### src/rtl/core/modexp_pkg.sv
// ----------------------------------------------------------------------------
// Modular exponentiation package
// Word width, configuration register indexes and shared types for the
// modular exponentiation core.
// ----------------------------------------------------------------------------
package modexp_pkg;

    localparam int WORD_BITS      = 32;
    localparam int CNT_BITS       = $clog2(WORD_BITS);
    localparam int CFG_INDEX_BITS = 2;

    typedef logic [WORD_BITS-1:0]      word_t;
    typedef logic [CNT_BITS-1:0]       bit_cnt_t;
    typedef logic [CFG_INDEX_BITS-1:0] cfg_index_t;

    localparam cfg_index_t REG_MODULUS  = CFG_INDEX_BITS'(0);
    localparam cfg_index_t REG_EXPONENT = CFG_INDEX_BITS'(1);

endpackage

### src/rtl/core/modular_exponentiation.sv
// ----------------------------------------------------------------------------
// Modular exponentiation core
// Raises each base word to the configured exponent modulo the configured
// modulus by right-to-left square-and-multiply on one shift-add modular
// multiplier.
//
//   Channel  Direction  Handshake              Payload
//   input    in         in_valid / in_stall    base_value
//   output   out        out_valid / out_stall  power_result
//   config   in         cfg_valid / cfg_ready  cfg_index, cfg_data
//
// One modular multiplication works through one multiplier bit per cycle.
// An item first reduces the base, then for every exponent bit up to the
// highest set one multiplies the result by the base if the bit is set and
// squares the base, then finishes.
// Reset sets the modulus to 1 and the exponent to 0 and empties the output.
// A new beat is taken while a finished result waits for a stalled output.
// ----------------------------------------------------------------------------
module modular_exponentiation
(
    input  logic                   clk,
    input  logic                   rst_n,
    input  logic                   in_valid,
    output logic                   in_stall,
    input  modexp_pkg::word_t      base_value,
    output logic                   out_valid,
    input  logic                   out_stall,
    output modexp_pkg::word_t      power_result,
    input  logic                   cfg_valid,
    output logic                   cfg_ready,
    input  modexp_pkg::cfg_index_t cfg_index,
    input  modexp_pkg::word_t      cfg_data
);
    import modexp_pkg::*;

    typedef enum logic [1:0] {
        ST_IDLE,
        ST_MULT,
        ST_CHECK,
        ST_DONE
    } state_t;

    typedef enum logic [1:0] {
        PH_REDUCE,
        PH_MUL,
        PH_SQR
    } phase_t;

    state_t   state_reg,     state_next;
    phase_t   phase_reg,     phase_next;
    word_t    modulus_reg,   modulus_next;
    word_t    exponent_reg,  exponent_next;
    word_t    exp_work_reg,  exp_work_next;
    word_t    base_reg,      base_next;
    word_t    result_reg,    result_next;
    word_t    mcand_reg,     mcand_next;
    word_t    mplier_reg,    mplier_next;
    word_t    acc_reg,       acc_next;
    bit_cnt_t cnt_reg,       cnt_next;
    logic     out_valid_reg, out_valid_next;
    word_t    out_data_reg,  out_data_next;

    logic     wrap;
    word_t    acc_dbl;
    word_t    acc_step;
    logic     mult_last;

    // Modular add for operands that do not exceed the modulus; a zero
    // modulus stands for plain wrapping at the word width.
    function automatic word_t add_mod(input word_t x, input word_t y,
                                      input word_t m, input logic wrap_en);
        logic [WORD_BITS:0] sum;
        logic [WORD_BITS:0] diff;
        begin
            sum  = {1'b0, x} + {1'b0, y};
            diff = sum - {1'b0, m};
            if (wrap_en || (sum < {1'b0, m}))
            begin
                add_mod = sum[WORD_BITS-1:0];
            end
            else
            begin
                add_mod = diff[WORD_BITS-1:0];
            end
        end
    endfunction

    assign wrap      = (modulus_reg == '0);
    assign acc_dbl   = add_mod(acc_reg, acc_reg, modulus_reg, wrap);
    assign acc_step  = mplier_reg[WORD_BITS-1]
                       ? add_mod(acc_dbl, mcand_reg, modulus_reg, wrap) : acc_dbl;
    assign mult_last = (cnt_reg == CNT_BITS'(WORD_BITS - 1));

    assign in_stall     = (state_reg != ST_IDLE);
    assign cfg_ready    = 1'b1;
    assign out_valid    = out_valid_reg;
    assign power_result = out_data_reg;

    always_comb
    begin
        state_next     = state_reg;
        phase_next     = phase_reg;
        modulus_next   = modulus_reg;
        exponent_next  = exponent_reg;
        exp_work_next  = exp_work_reg;
        base_next      = base_reg;
        result_next    = result_reg;
        mcand_next     = mcand_reg;
        mplier_next    = mplier_reg;
        acc_next       = acc_reg;
        cnt_next       = cnt_reg;
        out_valid_next = out_valid_reg;
        out_data_next  = out_data_reg;

        if (out_valid_reg && !out_stall)
        begin
            out_valid_next = 1'b0;
        end

        if (cfg_valid && cfg_ready)
        begin
            if (cfg_index == REG_MODULUS)
            begin
                modulus_next = cfg_data;
            end
            else if (cfg_index == REG_EXPONENT)
            begin
                exponent_next = cfg_data;
            end
        end

        unique case (state_reg)
            ST_IDLE:
            begin
                if (in_valid)
                begin
                    // The base is reduced as base times one.
                    phase_next    = PH_REDUCE;
                    mcand_next    = WORD_BITS'(1);
                    mplier_next   = base_value;
                    acc_next      = '0;
                    cnt_next      = '0;
                    result_next   = WORD_BITS'(1);
                    exp_work_next = exponent_reg;
                    state_next    = ST_MULT;
                end
            end

            ST_MULT:
            begin
                acc_next    = acc_step;
                mplier_next = {mplier_reg[WORD_BITS-2:0], 1'b0};
                cnt_next    = cnt_reg + CNT_BITS'(1);
                if (mult_last)
                begin
                    unique case (phase_reg)
                        PH_REDUCE:
                        begin
                            base_next  = acc_step;
                            state_next = ST_CHECK;
                        end
                        PH_MUL:
                        begin
                            result_next = acc_step;
                            phase_next  = PH_SQR;
                            mcand_next  = base_reg;
                            mplier_next = base_reg;
                            acc_next    = '0;
                            cnt_next    = '0;
                        end
                        PH_SQR:
                        begin
                            base_next     = acc_step;
                            exp_work_next = exp_work_reg >> 1;
                            state_next    = ST_CHECK;
                        end
                        default:
                        begin
                            state_next = ST_CHECK;
                        end
                    endcase
                end
            end

            ST_CHECK:
            begin
                acc_next   = '0;
                cnt_next   = '0;
                mcand_next = base_reg;
                if (exp_work_reg == '0)
                begin
                    state_next = ST_DONE;
                end
                else
                begin
                    state_next = ST_MULT;
                    if (exp_work_reg[0])
                    begin
                        phase_next  = PH_MUL;
                        mplier_next = result_reg;
                    end
                    else
                    begin
                        phase_next  = PH_SQR;
                        mplier_next = base_reg;
                    end
                end
            end

            ST_DONE:
            begin
                if (!out_valid_reg || !out_stall)
                begin
                    out_valid_next = 1'b1;
                    out_data_next  = result_reg;
                    state_next     = ST_IDLE;
                end
            end

            default:
            begin
                state_next = ST_IDLE;
            end
        endcase
    end

    always_ff @(posedge clk or negedge rst_n)
    begin
        if (!rst_n)
        begin
            state_reg     <= ST_IDLE;
            phase_reg     <= PH_REDUCE;
            modulus_reg   <= WORD_BITS'(1);
            exponent_reg  <= '0;
            exp_work_reg  <= '0;
            base_reg      <= '0;
            result_reg    <= '0;
            mcand_reg     <= '0;
            mplier_reg    <= '0;
            acc_reg       <= '0;
            cnt_reg       <= '0;
            out_valid_reg <= 1'b0;
            out_data_reg  <= '0;
        end
        else
        begin
            state_reg     <= state_next;
            phase_reg     <= phase_next;
            modulus_reg   <= modulus_next;
            exponent_reg  <= exponent_next;
            exp_work_reg  <= exp_work_next;
            base_reg      <= base_next;
            result_reg    <= result_next;
            mcand_reg     <= mcand_next;
            mplier_reg    <= mplier_next;
            acc_reg       <= acc_next;
            cnt_reg       <= cnt_next;
            out_valid_reg <= out_valid_next;
            out_data_reg  <= out_data_next;
        end
    end

    // A new result only appears when the sequencer finishes an item.
    a_out_from_done: assert property (@(posedge clk) disable iff (!rst_n)
        $rose(out_valid_reg) |-> $past(state_reg == ST_DONE))
        else $error("result beat raised outside the finishing state");

    // The partial product stays reduced while a multiplication runs.
    a_acc_reduced: assert property (@(posedge clk) disable iff (!rst_n)
        (state_reg == ST_MULT && modulus_reg != '0) |-> (acc_reg < modulus_reg))
        else $error("accumulator not below the modulus");

    // A remaining exponent bit always starts another multiplication.
    a_check_starts: assert property (@(posedge clk) disable iff (!rst_n)
        (state_reg == ST_CHECK && exp_work_reg != '0) |=> (state_reg == ST_MULT))
        else $error("exponent bits left but no multiplication started");

endmodule

### config.mk
export PLATFORM = sky130hd
export DESIGN_NAME = modular_exponentiation
export DESIGN_NICKNAME = d
export VERILOG_FILES = /design/src/rtl/core/modexp_pkg.sv /design/src/rtl/core/modular_exponentiation.sv
export SDC_FILE = /design/constraint.sdc
export NUM_CORES = 1
export LEC_CHECK = 0
export ABC_CLOCK_PERIOD_IN_PS = 8100
export BUFFER_PORTS_ARGS = -buffer_cell sky130_fd_sc_hd__buf_2
export CORE_MARGIN = 2
export CORE_UTILIZATION = 30
export DETAILED_ROUTE_END_ITERATION = 10
export SYNTH_ARGS = -nofsm -noshare
export SYNTH_HDL_FRONTEND = slang
export SYNTH_SLANG_ARGS = --single-unit
export TNS_END_PERCENT = 10
### constraint.sdc
create_clock -name clk -period 8.1 [get_ports clk]
set_clock_uncertainty 0.1 [all_clocks]
set_input_delay 0 -clock clk [delete_from_list [all_inputs] [get_ports clk]]
set_output_delay 0 -clock clk [all_outputs]
set_load 0.02 [all_outputs]
# ---- After elaboration in Yosys (flattened, before gate mapping)
# Index checks and enable logic that the tools add are counted.
dict set report word_totals {
  reg_bits 298
  in_bits 71
}
dict set report classes {
  add_sub_neg 5
  magnitude_cmp 2
  eq_ne 14
  n_mux 43
  bitwise_logic 1
  n_reduce_logical 26
}
# cell n
set ops {}
lappend ops {{32-bit two-way mux} 19}
lappend ops {{32-bit case mux with 3 select lines} 3}
lappend ops {{32-bit case mux with 2 select lines} 2}
lappend ops {{32-bit by 32-bit adder with 33-bit output} 2}
lappend ops {{33-bit by 32-bit < comparator with 1-bit output} 2}
lappend ops {{32-bit logical NOT} 2}
lappend ops {{32-bit subtractor} 2}
lappend ops {{2-bit two-way mux} 10}
lappend ops {{4-bit AND reduction} 4}
lappend ops {{5-bit two-way mux} 3}
lappend ops {{5-bit case mux with 3 select lines} 1}
lappend ops {{2-bit inequality test (second input constant)} 6}
lappend ops {{3-bit AND reduction} 3}
lappend ops {{2-bit case mux with 4 select lines} 1}
lappend ops {{2-bit by 1-bit equality test with 1-bit output (second input constant)} 3}
lappend ops {{2-bit equality test (second input constant)} 3}
lappend ops {{2-bit logical NOT} 3}
lappend ops {{2-bit case mux with 3 select lines} 1}
lappend ops {{2-bit AND reduction} 3}
lappend ops {{5-bit by 1-bit adder with 5-bit output (second input constant)} 1}
lappend ops {{5-bit equality test (second input constant)} 1}
lappend ops {{5-bit AND reduction} 1}
lappend ops {{2-bit nonzero test} 2}
lappend ops {{1-bit logical OR} 3}
lappend ops {{other kinds (7)} 10}

# ---- Depth between registers and ports, before layout
dict set report depth {
  depth_word 12
  ltp_mapped 37
  ltp_nobuf 31
}

# ---- Worst setup path before layout
# OpenSTA, ideal clock, no wires.
dict set report synth_timing {
  path_type {register to register}
  from {register modulus_reg[1]}
  to {register base_reg[29]}
  setup_ns 0.125
  arrival_time_ns 6.792
  slack_ns 1.083
  stages_incl_launch_ff 30
  path_buffers 1
  synth_period_minus_slack_ns 7.017
  cell_sequence {dfrtp_1 inv_1 ha_1 nor2b_1 o31a_1 a2111oi_4 nor4_2 or2_4 a21oi_4 buf_4 mux2_2 ha_1 a21o_1 a211o_1 o221ai_2 a21boi_1 o311a_1 o41ai_2 xnor2_1 ha_1 a21oi_1 o21ai_1 a221o_1 a21o_1 or2_4 a31oi_4 xnor2_1 mux2_2 mux2_4 mux2_4}
}
dict set report synth_between {
  elab_chain_cells 8
}
# item line_no
set synth_rtl {}
lappend synth_rtl {{start: declaration} modular_exponentiation.sv:51} ;# word_t modulus_reg, modulus_next;
lappend synth_rtl {{start signal: assignment} modular_exponentiation.sv:249} ;# modulus_reg <= modulus_next;
lappend synth_rtl {{33-bit by 32-bit < comparator with 1-bit output or 32-bit logical NOT (tied branches)} {modular_exponentiation.sv:77, modular_exponentiation.sv:88}}
lappend synth_rtl {{1-bit logical OR} modular_exponentiation.sv:77} ;# if (wrap_en || (sum < {1'b0, m}))
lappend synth_rtl {{32-bit two-way mux} modular_exponentiation.sv:77}
lappend synth_rtl {{32-bit by 32-bit adder with 33-bit output} modular_exponentiation.sv:75} ;# sum = {1'b0, x} + {1'b0, y};
lappend synth_rtl {{33-bit by 32-bit < comparator with 1-bit output} modular_exponentiation.sv:77}
lappend synth_rtl {{1-bit logical OR} modular_exponentiation.sv:77}
lappend synth_rtl {{32-bit two-way mux} modular_exponentiation.sv:77}
lappend synth_rtl {{32-bit two-way mux *} modular_exponentiation.sv:91} ;# ? add_mod(acc_dbl, mcand_reg, modulus_reg, wrap) : acc_dbl;
lappend synth_rtl {{end signal: assignment} modular_exponentiation.sv:252} ;# base_reg <= base_next;
lappend synth_rtl {{end: declaration} modular_exponentiation.sv:54} ;# word_t base_reg, base_next;
# Every way passes the cells marked *; elsewhere a longest branch is shown, timed or not.
# A chain may end at the register's enable or synchronous reset.

# ---- Worst setup path after layout
dict set report layout_timing {
  from {register modulus_reg[1]}
  to {register base_reg[13]}
}
# Same word-level chain as after synthesis.

==> results.json <==
{
  "status": "finished, violations left",
  "violations": "negative hold slack",
  "fmax_ghz": 0.130,
  "cts_tree": "yes",
  "grt_pass1_wl_mm": 93.7,
  "rows": 91,
  "yosys_warnings": 0,
  "cp_max_fo": 13,
  "core_sq_mm": 0.0615,
  "initial_core_util_pct": 30.2,
  "cp.required_ps": 8490,
  "r2r_slack_ps": 390,
  "port_buffers": 104,
  "path_clk_slew_ps": 60,
  "reg2reg_to": "base_reg[13]",
  "synth.distinct_cells": 86,
  "hpwl_mm": 45.1,
  "wl_per_cell_um": 19.9,
  "crit_path_frequent_cell": "buf_4",
  "async_flop_share_pct": 100,
  "maxCapViolations": 0,
  "startpoint_type": "register",
  "fin_setup_tns_ps": 0,
  "cpPeakStageDelay_ps": 490,
  "insertedDiodeCount": 0,
  "ys_seq_elements": 298,
  "hold_slack_ps": -10.2,
  "syn_inst": 2016,
  "detail_route.vias_per_cell": 5.41,
  "dp_slack_ps": -169,
  "critPathArrivalTime_ps": 8100,
  "hold_path_class": "primary input to async pin",
  "setup_slack_ps": 388,
  "nets": 2392,
  "antenna_left": 0,
  "cts_buffers": 35,
  "ys.flop_type": "dfrtp_1",
  "cts_max_level": 2,
  "clock_sinks": 298,
  "final-setup-viol-count": 0,
  "grt_usage_pct": 18.7,
  "cp-end-kind": "register",
  "nFillCells": 6198,
  "final_core_util_pct": 36.5,
  "die_x_um": 253,
  "drive_gt1_share_pct": 18.6,
  "worstMarginPinSlew_ps": 1130,
  "worstSetupPathType": "register to register",
  "drtIter0Drc": 1627,
  "overflow": 0,
  "clk_path_buf_depth": 3,
  "area_growth_pct": 20.9,
  "relSlewSlack_pct": 24.8,
  "vias": 16400,
  "drc_errors": 0,
  "hold_violations": 7,
  "cts_root_buf": "clkbuf_16",
  "place_inst": 2892,
  "dr.pass1.iters": 6,
  "synth_top_cell_by_area": "dfrtp_1",
  "cpMaxStageDelayCell": "a2111oi_4",
  "worstReg2RegStart": "modulus_reg[1]",
  "grt_max_degree": 154,
  "synth_area_leaders": "dfrtp_1 40%, ha_1 6.9%, nand2_1 6.4%",
  "antenna_found_initial": 0,
  "synth_enable_flop_cells": 0,
  "synth.avg_cell_area_sq_um": 9.21,
  "synth_top_area_share_pct": 40.0,
  "reg2reg_depth": 33,
  "synthesis.area_sq_mm": 0.0186,
  "wl_mm": 60.5,
  "fp.dieArea_sq_mm": 0.0639,
  "ios": 106,
  "gp_congestion": 0.932,
  "first_global_vias": 16100,
  "die-height_um": 253,
  "stdcell_count": 3031,
  "synth_nets": 2192,
  "period_needed_ps": 7710,
  "finalCritPeriodShare_pct": 95.2,
  "rsz0062_at_grt": "true",
  "clk_latency_ps": 560,
  "drv_slew": 0,
  "yosysSeqAreaShare_pct": 40.2
}
[per-layer routing]
metal / track usage [%] / wire (um)
met3: 2.97 / 3800
met5: 0 / 0
met4: 4.28 / 1100
met1: 27.9 / 29600
met2: 28.3 / 25900
[cell families (layout without fill, tap and decap cells)]
logic type                 count (synthesis)  after routing  synth area share (%)
xor gates and xnor gates                  69             69                  3.25
buffers and inverters                    171            396                  3.85
AOI/OAI and AO/OA                        628            628                  22.0
adders and majority gates                105            105                  7.19
other                                      1              1                0.0202
muxes                                    166            166                  9.68
DFF                                      298            298                  40.2
and+or+nand+nor                          578            578                  13.9
[critical path, delay by kind of cell, from the launching register on]
kind / cells / cell delay, ps
AOI/OAI and AO/OA: 12 / 3010
muxes: 3 / 590
and+or+nand+nor: 7 / 1420
buffers and inverters: 8 / 1170
DFF: 1 / 430
adders and majority gates: 3 / 900
[synthesized netlist by cell type, drive strengths merged (10+ instances only)]
| library cell | count |
|---|---|
| nand2 | 319 |
| dfrtp | 297 |
| o21ai | 233 |
| a21oi | 131 |
| mux2 | 103 |
| ha | 102 |
| nor2 | 95 |
| clkbuf | 84 |
| inv | 66 |
| mux2i | 63 |
| xnor2 | 42 |
| a22o | 40 |
| a21o | 34 |
| o21a | 27 |
| xor2 | 27 |
| nand3 | 25 |
| a222oi | 24 |
| a31oi | 21 |
| buf | 21 |
| nand2b | 19 |
| nor3 | 19 |
| nor4 | 18 |
| o31ai | 18 |
| nand4 | 17 |
| o211ai | 16 |
| nor2b | 13 |
| a21boi | 12 |
| and3 | 12 |
| a211oi | 10 |
[cells in the final DEF (no fill, tap or decap), drive strengths merged, types with 19 or more instances in the layout]
master       instances
nor2                95
nor3                19
dlygate4sd3         68
nand3               25
a21oi              131
mux2i               63
buf                199
xnor2               42
nand2              319
nand2b              19
inv                 67
a21o                34
o21a                27
clkbuf              51
a22o                40
a31oi               21
o21ai              233
xor2                27
a222oi              24
dfrtp              297
ha                 102
mux2               103
[area by class of cell]
cell class / count / area (sq um) / area share (%)
clock buffers: 50 / 993 / 4.43
multi-input cells: 1547 / 10600 / 47.4
well taps: 790 / 988 / 4.40
flip-flops and latches: 298 / 7460 / 33.2
clock inverters: 12 / 140 / 0.624
inverters: 66 / 248 / 1.10
repair buffers: 268 / 1990 / 8.85
[stage by stage]
| step | hold WS, ps | cell area (sq um) |
|---|---|---|
| 2_1_floorplan | -396 | 18600 |
| 3_3_place_gp | -33.9 | 20400 |
| 3_5_place_dp | -27.1 | 20400 |
| 4_1_cts | 2.17 | 22200 |
| 5_1_grt | 33.2 | 22400 |
| 6_report | -10.2 | 22400 |
[worst max path at each step]
stage                                from  slack, ps            to
after floorplan            modulus_reg[1]       1080  base_reg[29]
after global placement     modulus_reg[1]        -70  base_reg[28]
after detailed placement   modulus_reg[1]       -170  base_reg[28]
after CTS                 modulus_reg[20]         20  base_reg[28]
after global routing       modulus_reg[1]        -40  base_reg[11]
final                      modulus_reg[1]        390  base_reg[13]
[timing repair]
item                       4_1_cts  5_1_grt
hold endpoints to repair       183        0
hold buffers                    68        0
pin swaps                        1       10
resized for setup                0       35
cloned                           0        1
setup endpoints to repair       15       96
buffers inserted                 2        6
Power is not shown: default switching activity piles up to over one toggle a cycle in this logic, so the estimate is an artifact.
